===== config.mk =====
export PLATFORM = sky130hd
export DESIGN_NAME = byte_ring_fifo_8_16_core
export DESIGN_NICKNAME = d
export VERILOG_FILES = /design/src/brf_pkg.sv /design/src/byte_ring_fifo_8_16_core.sv /design/src/brf_ram.sv
export SDC_FILE = /design/constraint.sdc
export NUM_CORES = 2
export LEC_CHECK = 0
export ABC_AREA = 1
export BUFFER_PORTS_ARGS = -buffer_cell sky130_fd_sc_hd__buf_2
export CORE_MARGIN = 2
export CORE_UTILIZATION = 60
export CTS_BUF_LIST = sky130_fd_sc_hd__clkbuf_16
export CTS_CLUSTER_DIAMETER = 40
export DETAILED_ROUTE_END_ITERATION = 12
export GPL_TIMING_DRIVEN = 0
export PLACE_DENSITY = 0.8
export SYNTH_ARGS = -nofsm -noshare
export SYNTH_HDL_FRONTEND = slang
export SYNTH_HIERARCHICAL = 1
export SYNTH_SLANG_ARGS = --single-unit

===== constraint.sdc =====
create_clock -name clk -period 9.9 [get_ports clk]
set_clock_uncertainty 0.1 [all_clocks]
set_input_delay 0 -clock clk [delete_from_list [all_inputs] [get_ports clk]]
set_output_delay 0 -clock clk [all_outputs]
set_load 0.1 [all_outputs]

===== src/brf_pkg.sv =====
// brf_pkg: shared types, request codes and constants for the byte ring FIFO.
// No dependencies; imported by brf_ram, byte_ring_fifo_8_16_core and the testbench.
package brf_pkg;

  localparam int DEPTH_DEF = 256;   // default store depth in bytes
  localparam int BYTE_W    = 8;
  localparam int SIZE_W    = 9;     // width of the size register and free count
  localparam int FUNC_W    = 4;
  localparam int DATA_W    = 16;

  localparam logic [SIZE_W-1:0] SIZE_RESET = 9'd256;

  // request codes
  localparam logic [FUNC_W-1:0] FN_WRITE8  = 4'd0;
  localparam logic [FUNC_W-1:0] FN_WRITE16 = 4'd1;
  localparam logic [FUNC_W-1:0] FN_READ8   = 4'd2;
  localparam logic [FUNC_W-1:0] FN_READ16  = 4'd3;
  localparam logic [FUNC_W-1:0] FN_PEEK8   = 4'd4;
  localparam logic [FUNC_W-1:0] FN_PEEK16  = 4'd5;
  localparam logic [FUNC_W-1:0] FN_GOTO    = 4'd6;
  localparam logic [FUNC_W-1:0] FN_CLEAR   = 4'd7;
  localparam logic [FUNC_W-1:0] FN_FREE    = 4'd8;

  typedef struct packed {
    logic [FUNC_W-1:0] func;
    logic [DATA_W-1:0] data;
  } in_t;

  typedef struct packed {
    logic              ok;
    logic [DATA_W-1:0] read_data;
    logic [SIZE_W-1:0] free_space;
  } out_t;

endpackage


===== src/byte_ring_fifo_8_16_core.sv =====
// byte_ring_fifo_8_16_core: top level of the circular byte FIFO.
// Depends on brf_pkg (types, request codes) and brf_ram (byte store).
//
// Usage:
//   Request channel: present in_item (func, data) with start high; the
//   transaction is taken at a rising edge where start is high and busy low.
//   Result channel: out_valid is high for exactly one cycle per request and
//   out_item (ok, read_data, free_space) is valid in that cycle. The
//   receiver cannot stall; it must take the result when out_valid is high.
//   Config: cfg_we with cfg_data writes the ring size (clamped to 2..DEPTH,
//   at most 511) and empties the ring; stored bytes are kept. Write only when idle.
// Latency and throughput:
//   Byte requests and control requests: result in the cycle after accept;
//   a new request can be taken in the result cycle, so one per cycle.
//   Word requests (write16, read16, peek16) that are not refused: two
//   accesses to the single port of the byte store, so the result follows
//   the second access state (S_WR2 or S_RD2); busy is high there, so no new request is taken until the result cycle.
// Reset (rst_n low, synchronous): ring empty, both indices zero, size 256 (clamped to DEPTH).
//   The store itself is not cleared, so no clearing pass is needed.
// Store accesses are serialized on one port, and a read always comes in a
// later cycle than the write it depends on, so no forwarding exists.
module byte_ring_fifo_8_16_core #(
  parameter int DEPTH = brf_pkg::DEPTH_DEF
) (
  input  logic                       clk,
  input  logic                       rst_n,
  input  logic                       start,
  output logic                       busy,
  input  brf_pkg::in_t               in_item,
  output logic                       out_valid,
  output brf_pkg::out_t              out_item,
  input  logic                       cfg_we,
  input  logic [brf_pkg::SIZE_W-1:0] cfg_data
);
  import brf_pkg::*;

  // the 9-bit size register caps the ring at 511 slots
  localparam int SMAX = (DEPTH < 511) ? DEPTH : 511;
  localparam int SW   = $clog2(SMAX + 1);   // holds the ring size itself
  localparam int IW   = $clog2(SMAX);       // slot index

  typedef enum logic [1:0] {S_IDLE, S_WR2, S_RD2, S_RESP} state_t;
  typedef enum logic [1:0] {RS_NONE, RS_BYTE, RS_WORD} sel_t;

  state_t          state_r, state_nxt;
  sel_t            rsel_r, rsel_nxt;
  logic            ok_r, ok_nxt;
  logic [SW-1:0]   size_r;
  logic [IW-1:0]   rd_idx_r, rd_idx_nxt;
  logic [IW-1:0]   wr_idx_r, wr_idx_nxt;
  logic            lww_r, lww_nxt;          // last operation was a write

  logic [BYTE_W-1:0] data_lo_r, data_lo_nxt; // low byte of a pending write16
  logic [IW-1:0]     addr2_r, addr2_nxt;     // second slot of a word read
  logic              pop_r, pop_nxt;         // word read advances the ring
  logic [BYTE_W-1:0] hi_r, hi_nxt;           // high byte of a word read

  logic              mem_en, mem_we;
  logic [IW-1:0]     mem_addr;
  logic [BYTE_W-1:0] mem_wdata, mem_rdata;

  logic              accept;
  logic [SW-1:0]     free_c;
  logic [DATA_W-1:0] rd_data_c;

  function automatic logic [SW-1:0] clamp_size(input logic [SIZE_W-1:0] v);
    if (v < SIZE_W'(2)) begin
      return SW'(2);
    end else if (int'(v) > SMAX) begin
      return SW'(SMAX);
    end
    return SW'(v);
  endfunction

  function automatic logic [IW-1:0] next_idx(input logic [IW-1:0] i,
                                             input logic [SW-1:0] s);
    logic [SW-1:0] inc;
    inc = SW'(i) + SW'(1);
    return (inc == s) ? '0 : IW'(inc);
  endfunction

  brf_ram #(
    .ENTRIES(SMAX),
    .ADDR_W (IW)
  ) u_ram (
    .clk  (clk),
    .en   (mem_en),
    .we   (mem_we),
    .addr (mem_addr),
    .wdata(mem_wdata),
    .rdata(mem_rdata)
  );

  // free slots from the current indices; equal indices resolved by the flag
  always_comb begin
    if (rd_idx_r != wr_idx_r) begin
      if (rd_idx_r > wr_idx_r) begin
        free_c = SW'(rd_idx_r) - SW'(wr_idx_r);
      end else begin
        free_c = size_r - SW'(wr_idx_r) + SW'(rd_idx_r);
      end
    end else begin
      free_c = lww_r ? '0 : size_r;
    end
  end

  // a new transaction may enter in the cycle its predecessor's result shows
  assign busy   = !(state_r == S_IDLE || state_r == S_RESP);
  assign accept = start && !busy;

  always_comb begin
    state_nxt   = state_r;
    rsel_nxt    = rsel_r;
    ok_nxt      = ok_r;
    rd_idx_nxt  = rd_idx_r;
    wr_idx_nxt  = wr_idx_r;
    lww_nxt     = lww_r;
    data_lo_nxt = data_lo_r;
    addr2_nxt   = addr2_r;
    pop_nxt     = pop_r;
    hi_nxt      = hi_r;
    mem_en      = 1'b0;
    mem_we      = 1'b0;
    mem_addr    = rd_idx_r;
    mem_wdata   = '0;

    unique case (state_r)
      S_WR2: begin
        mem_en     = 1'b1;
        mem_we     = 1'b1;
        mem_addr   = wr_idx_r;
        mem_wdata  = data_lo_r;
        wr_idx_nxt = next_idx(wr_idx_r, size_r);
        state_nxt  = S_RESP;
      end
      S_RD2: begin
        mem_en   = 1'b1;
        mem_addr = addr2_r;
        hi_nxt   = mem_rdata;
        if (pop_r) begin
          rd_idx_nxt = next_idx(addr2_r, size_r);
          lww_nxt    = 1'b0;
        end
        state_nxt = S_RESP;
      end
      S_RESP:  state_nxt = S_IDLE;
      default: ;
    endcase

    if (accept) begin
      ok_nxt    = 1'b0;
      rsel_nxt  = RS_NONE;
      state_nxt = S_RESP;
      unique case (in_item.func)
        FN_WRITE8: begin
          if (free_c != '0) begin
            mem_en     = 1'b1;
            mem_we     = 1'b1;
            mem_addr   = wr_idx_r;
            mem_wdata  = in_item.data[BYTE_W-1:0];
            wr_idx_nxt = next_idx(wr_idx_r, size_r);
            lww_nxt    = 1'b1;
            ok_nxt     = 1'b1;
          end
        end
        FN_WRITE16: begin
          if (free_c >= SW'(2)) begin
            mem_en      = 1'b1;
            mem_we      = 1'b1;
            mem_addr    = wr_idx_r;
            mem_wdata   = in_item.data[DATA_W-1:BYTE_W];
            data_lo_nxt = in_item.data[BYTE_W-1:0];
            wr_idx_nxt  = next_idx(wr_idx_r, size_r);
            lww_nxt     = 1'b1;
            ok_nxt      = 1'b1;
            state_nxt   = S_WR2;
          end
        end
        FN_READ8, FN_PEEK8: begin
          if (free_c != size_r) begin
            mem_en   = 1'b1;
            mem_addr = rd_idx_r;
            rsel_nxt = RS_BYTE;
            ok_nxt   = 1'b1;
            if (in_item.func == FN_READ8) begin
              rd_idx_nxt = next_idx(rd_idx_r, size_r);
              lww_nxt    = 1'b0;
            end
          end
        end
        FN_READ16, FN_PEEK16: begin
          // at least two stored bytes
          if (free_c < size_r - SW'(1)) begin
            mem_en    = 1'b1;
            mem_addr  = rd_idx_r;
            addr2_nxt = next_idx(rd_idx_r, size_r);
            pop_nxt   = (in_item.func == FN_READ16);
            rsel_nxt  = RS_WORD;
            ok_nxt    = 1'b1;
            state_nxt = S_RD2;
          end
        end
        FN_GOTO: begin
          if (free_c != size_r) begin
            rd_idx_nxt = (wr_idx_r == '0) ? IW'(size_r - SW'(1))
                                          : wr_idx_r - IW'(1);
            ok_nxt     = 1'b1;
          end
        end
        FN_CLEAR: begin
          // step back to the last byte, then drop it: read meets write
          if (free_c != size_r) begin
            rd_idx_nxt = wr_idx_r;
            lww_nxt    = 1'b0;
          end
          ok_nxt = 1'b1;
        end
        FN_FREE: ok_nxt = 1'b1;
        default: ;
      endcase
    end

    if (cfg_we) begin
      rd_idx_nxt = '0;
      wr_idx_nxt = '0;
      lww_nxt    = 1'b0;
    end
  end

  always_ff @(posedge clk) begin
    if (!rst_n) begin
      state_r  <= S_IDLE;
      rsel_r   <= RS_NONE;
      ok_r     <= 1'b0;
      size_r   <= clamp_size(SIZE_RESET);
      rd_idx_r <= '0;
      wr_idx_r <= '0;
      lww_r    <= 1'b0;
    end else begin
      state_r  <= state_nxt;
      rsel_r   <= rsel_nxt;
      ok_r     <= ok_nxt;
      rd_idx_r <= rd_idx_nxt;
      wr_idx_r <= wr_idx_nxt;
      lww_r    <= lww_nxt;
      if (cfg_we) begin
        size_r <= clamp_size(cfg_data);
      end
    end
  end

  always_ff @(posedge clk) begin
    data_lo_r <= data_lo_nxt;
    addr2_r   <= addr2_nxt;
    pop_r     <= pop_nxt;
    hi_r      <= hi_nxt;
  end

  // result: read data comes from the store's output register, a word's high byte from hi_r
  always_comb begin
    unique case (rsel_r)
      RS_BYTE: rd_data_c = {{(DATA_W-BYTE_W){1'b0}}, mem_rdata};
      RS_WORD: rd_data_c = {hi_r, mem_rdata};
      default: rd_data_c = '0;
    endcase
  end

  assign out_valid = (state_r == S_RESP);
  assign out_item  = {ok_r, rd_data_c, SIZE_W'(free_c)};

  // indices never leave the ring
  a_idx_range: assert property (@(posedge clk) disable iff (!rst_n)
    (SW'(rd_idx_r) < size_r) && (SW'(wr_idx_r) < size_r))
    else $error("ring index beyond ring size");

  // second half of a word access always completes next cycle
  a_word_done: assert property (@(posedge clk) disable iff (!rst_n)
    (state_r == S_WR2 || state_r == S_RD2) |=> (state_r == S_RESP))
    else $error("word access did not complete");

  // after a word read's second access the result still selects the word and reports ok
  a_word_sel: assert property (@(posedge clk) disable iff (!rst_n)
    (state_r == S_RD2) |=> (rsel_r == RS_WORD) && ok_r)
    else $error("word read lost its result selection");

  // free count reported with a result never exceeds the ring size
  a_free_max: assert property (@(posedge clk) disable iff (!rst_n)
    out_valid |-> (free_c <= size_r))
    else $error("free count above ring size");

endmodule


===== src/brf_ram.sv =====
// brf_ram: single-port byte store, synchronous read with a registered output.
// Depends on brf_pkg for the byte width.
module brf_ram #(
  parameter int ENTRIES = 256,
  parameter int ADDR_W  = 8
) (
  input  logic                      clk,
  input  logic                      en,
  input  logic                      we,
  input  logic [ADDR_W-1:0]         addr,
  input  logic [brf_pkg::BYTE_W-1:0] wdata,
  output logic [brf_pkg::BYTE_W-1:0] rdata
);
  import brf_pkg::*;

  logic [BYTE_W-1:0] store_r [ENTRIES];
  logic [BYTE_W-1:0] rdata_r;

  // read data holds until the next read access
  always_ff @(posedge clk) begin
    if (en) begin
      if (we) begin
        store_r[addr] <= wdata;
      end else begin
        rdata_r <= store_r[addr];
      end
    end
  end

  assign rdata = rdata_r;

endmodule


; ---- After elaboration in Yosys (flattened, before gate mapping)
; Memory sizes are Yosys's and may differ from the RTL's. A register that Yosys moved wholly into a read port is not among the register bits.
; Cells that the tools add are included.
; W data, S select, Z words.
[classes]
n_shift = 0
magnitude_cmp = 5
bitwise_logic = 2
n_mul = 0
n_eq_ne = 18
addsub = 8
div = 0
muxes = 77
n_reduce_logical = 17
[ops]
columns = operator, count
row1 = $mux W8, 24
row2 = $mux W9, 6
row3 = $pmux W8 S2, 3
row4 = $pmux W16 S2, 1
row5 = $pmux W8 S4, 1
row6 = $mux W1, 31
row7 = $add A8 B1 Y9 const B, 3
row8 = $eq A9 B9 Y1, 3
row9 = $pmux W8 S3, 1
row10 = $eq A4 B3 Y1 const B, 4
row11 = $pmux W2 S2, 3
row12 = $reduce_or A2 Y1, 5
row13 = $add A9 B8 Y9, 1
row14 = $ge A9 B2 Y1 const B, 1
row15 = $gt A9 B9 Y1 const B, 1
row16 = $lt A9 B2 Y1 const B, 1
row17 = $lt A9 B9 Y1, 1
row18 = $ne A9 B9 Y1, 1
row19 = $reduce_bool A9 Y1, 1
row20 = $sub A8 B8 Y9, 1
row21 = $sub A9 B1 Y9 const B, 1
row22 = $sub A9 B8 Y9, 1
row23 = $eq A4 B2 Y1 const B, 2
row24 = $gt A8 B8 Y1, 1
row25 = other kinds (21), 29
[totals]
out_inout_bits = 28
reg_bits = 56
mem_bits_ro = 0
latchBits = 0
input_bits = 33
ramBits = 2048
elab_cells = 139
mem_count = 1
[mem_list]
columns = memory, depth, word_bits, read_ports, rd_ports_with_merged_regs, wr, line
row1 = u_ram.store_r, 256, 8, 1, 1, 1, brf_ram.sv:16  ; logic [BYTE_W-1:0] store_r [ENTRIES];

; ---- Longest topological paths before layout
[logic_depth]
ltp_word = 11
depth_mapped = 48

; ---- Hierarchy
; Netlist, hierarchy kept.
[by_module_without_submodules]
columns = module, n_inst, cells_per_inst, area_per_inst_um2
row1 = brf_ram, 1, 7960, 84835.1
row2 = byte_ring_fifo_8_16_core, 1, 1028, 6303.5

; ---- Worst setup path before layout
; OpenSTA, ideal clock, no wires.
[synth_timing]
kind = flip-flop to flip-flop
start = register size_r[1]
end = memory u_ram.store_r[0][0], data pin
slack_ns = 2.471
path_buffers = 2
setup_ns = 0.821
stages_incl_launch_ff = 20
t_arrival_ns = 6.507
period_less_slack_ns = 7.429
cell_sequence = dfxtp_1 clkbuf_1 inv_1 fa_1 inv_1 fa_1 inv_1 nand3_1 nand3_1 nand2_1 inv_1 nand2_1 nor2_2 nand3_1 nand2_2 nand2_4 nand2_2 buf_2 nand3_1 nand2_1
[synth_rtl]
columns = item, line
row1 = from (decl), byte_ring_fifo_8_16_core.sv:48  ; logic [SW-1:0] size_r;
row2 = from (signal assigned), byte_ring_fifo_8_16_core.sv:235  ; size_r <= clamp_size(SIZE_RESET);
row3 = from (signal assigned), byte_ring_fifo_8_16_core.sv:247  ; size_r <= clamp_size(cfg_data);
row4 = to (decl), brf_ram.sv:16

; ---- Worst setup path after layout
[layout_timing]
start = register size_r[3]
end = memory u_ram.store_r[198][3] (enable)
[layout_rtl]
columns = item, line
row1 = $sub A9 B8 Y9, byte_ring_fifo_8_16_core.sv:100  ; free_c = size_r - SW'(wr_idx_r) + SW'(rd_idx_r);
row2 = $add A9 B8 Y9, byte_ring_fifo_8_16_core.sv:100
row3 = $mux W9, byte_ring_fifo_8_16_core.sv:97  ; if (rd_idx_r > wr_idx_r) begin
row4 = $mux W9, byte_ring_fifo_8_16_core.sv:96  ; if (rd_idx_r != wr_idx_r) begin
row5 = "$lt A9 B9 Y1, or another cell as far along", byte_ring_fifo_8_16_core.sv:193  ; if (free_c < size_r - SW'(1)) begin
row6 = "$mux W8, on equally long branches", --
row7 = $pmux W8 S4 *, byte_ring_fifo_8_16_core.sv:154  ; unique case (in_item.func)
row8 = $mux W8 *, byte_ring_fifo_8_16_core.sv:150  ; if (accept) begin
row9 = via mem_addr[3], byte_ring_fifo_8_16_core.sv:59  ; logic [IW-1:0] mem_addr;
; The timed path passes the listed nets; every way through them passes the cells marked *.

==> run summary <==
status - finished with violations
failing checks - max-capacitance violations
Max-slew headroom - 0.814%
Max Root-Sink Buffers - 4
die area - 0.155 mm2
Setup Slack @ Placement - -326 ps
Final Critical Period - 9780 ps
CP required - 10310 ps
post-synthesis cell count - 8988
worst vdd ir - 0.202 mV
pin count of the biggest net entering global routing - 77
clock sinks - 2112
clock-pin slew on the worst setup and hold paths - 70 ps
starting density of the core - 60.2%
number of global-route vias before repair - 66103
Top Layer Used - met5
most frequent CP cell - nand2_1
First-pass DRT Iterations - 9
total routed wirelength - 288000 um
cell area power density - 317 mW/mm2
CP max-delay cell - nor2_1
Core Box Area - 0.151 mm2
Least-Margin Pin Slew - 1490 ps
final worst slack - 122 ps
startpoint types - register
register area share after synthesis - 69.2%
Area growth, synth to finish - 14.7%
Max FO, Critical Path - 10
drc violations - 0
ys flop type - edfxtp_1
post-route ant nets - 0
Nets - 9517
register bit total from synthesis - 2112
DIE WIDTH - 394 um
hold path depth - 4
Clock Latency Late Sink - 890 ps
design area - 0.105 mm2
Fillers - 10512
most area-consuming cells after synthesis - edfxtp_1 69%, nand2_1 21%, nand3_1 2.0%, nor2_1 1.8%, buf_2 1.2%
clock buffer count from CTS - 275
met2 WL post-DR - 129000 um
Unique masters post-synth - 51
maxcap violations - 1
initial antenna violation count - 19
Iter 0 DRT Violations - 10070
CP Class - reg2reg
DP HPWL - 193000 um
post-DR vias/cell - 5.94
Post-Synthesis Net Count - 9065
Reg2Reg Setup Slack - 120 ps
I/O pins - 61
asr flop ratio synth - 0%
fmax - 102 MHz
syn_area_per_cell - 10.1 um2
CTS tree - yes
Post-Syn Area - 0.0911 mm2
placed cell areas - 0.0948 mm2
Setup violations, final - 0
fin crit share - 98.8%
met3 WL - 36600 um
first-pass GRT wire length - 416000 um
Static Leak - 42.7 nW
GR Overflow Total - 0
Vert. Die Dim - 394 um
wire per inst - 24.6 um
CP endpoint kind - register
Ys Warns - 6
GRT Resource Usage Total - 36.7%
leading area contributor after synthesis - edfxtp_1
WP data arrival - 10190 ps
row cnt - 143
Port Buffers - 60
setup_tns - 0 ps
total count of max-transition violations in the final report - 0
H-tree Lvls - 5
share of the synthesized area in the top cell type - 68.6%
worst reg2reg path depth - 34
share of layout cells above drive strength 1 - 8.70%
worst hold path type - in2reg
CTS root buffer - clkbuf_16
Placer Congestion - 1.03
number of flops mapped to enable cells by yosys - 2081
WL met1 - 99000 um
Slowest Stage Delay on Critical Path - 780 ps
via count - 69385
final hold violations - 0
[metal layers]
layer / vias up / track usage [%]
met5: - / 0
met4: 10 / 25.2
met3: 1077 / 9.21
met2: 5037 / 56.4
met1: 32659 / 46.2
li1: 30602 / -
[worst max-delay path: cells and delay by family, from the launching register on]
family	cells	cell delay, ps
and+or+nand+nor	21	4010
buffers and inverters	7	2890
DFF	1	320
adders and majority gates	3	1320
AOI/OAI and AO/OA	3	730
[placed cells by master, fill, tap and decap left out, types with 64 or more instances in the layout]
master         netlist  routed
buf_2              219     279
clkbuf_1           175     158
clkbuf_16            0     282
dlygate4sd3_1        0      69
edfxtp_1          2081    2081
inv_1              159     194
nand2_1           4992    4984
nand3_1            357     351
nand4_1             64      64
nor2_1             436     408
o21ai_1            131     131
[where the power goes]
part	total, mW	switching [mW]	internal, mW	leakage [nW]
Combinational	13.1	10.3	2.81	18.9
Sequential	10.5	0.0581	10.4	19.4
Clock	9.52	3.75	5.78	4.39
[path summary, 6_finish.rpt]
kind                                startpoint                    end
worst max-delay path                 size_r[3]  u_ram/store_r[198][3]
worst max register to register       size_r[3]  u_ram/store_r[198][3]
worst min register to register  u_ram/rdata[4]                hi_r[4]
worst min-delay path               in_item[17]                  pop_r
[registers in the layout (all words and copies together) (netlist names)]
signal	flops
u_ram/store_r	2048
size_r	9
addr2_r	8
data_lo_r	8
hi_r	8
rd_idx_r	8
u_ram/rdata	8
wr_idx_r	8
rsel_r	2
state_r	2
lww_r	1
ok_r	1
pop_r	1
[through the flow]
stage          utilization [%]  instances  hold WS (ps)  total power, mW
6_report                  69.1      11683           105             33.1
5_1_grt                   69.0      11669           109             34.0
4_1_cts                   68.9      11657          5.09             32.5
3_5_place_dp              62.6      11106          98.5             22.9
3_3_place_gp              62.1      11078          95.8             23.1
2_1_floorplan                -       8988         -1.13             17.8
[timing repair]
item	CTS	global route
setup buffers	11	10
pin swaps	0	3
hold endpoints to repair	99	0
hold buffers	69	0
gates resized for setup	1	39
setup endpoints to repair	463	960
[cells by family after synthesis]
| family | synth area share (%) |
|---|---|
| AO/OA/AOI/OAI | 1.57 |
| XOR/XNOR | 0.346 |
| buffers and inverters | 3.00 |
| flip-flops | 69.2 |
| adder cells (fa/ha/maj) | 0.678 |
| AND/OR/NAND/NOR | 25.2 |
[final cells by class]
| type | count | area (um2) | area share (%) |
|---|---|---|---|
| clock inverter | 191 | 1690 | 1.62 |
| buffer | 444 | 2060 | 1.97 |
| tap | 2030 | 2540 | 2.43 |
| clock buffer | 282 | 7060 | 6.75 |
| timing repair buffer | 178 | 1880 | 1.80 |
| sequential | 2112 | 63100 | 60.4 |
| antenna | 17 | 42.5 | 0.0407 |
| multi-input combinational | 6247 | 25500 | 24.4 |
| inverter | 182 | 683 | 0.654 |
[cell usage after synthesis, types with 8 or more instances]
| library cell | instances |
|---|---|
| buf_2 | 219 |
| inv_2 | 12 |
| nor2_1 | 436 |
| clkinv_1 | 11 |
| buf_6 | 10 |
| o21ai_1 | 131 |
| inv_1 | 159 |
| nand4_1 | 64 |
| a21oi_1 | 41 |
| nor3_1 | 14 |
| buf_1 | 37 |
| edfxtp_1 | 2081 |
| fa_1 | 9 |
| xnor2_1 | 8 |
| dfxtp_1 | 31 |
| xor2_1 | 28 |
| clkbuf_1 | 175 |
| nand3_1 | 357 |
| o21ai_0 | 62 |
| nand2_1 | 4992 |
| ha_1 | 35 |
(Power assumes the default switching activity.)
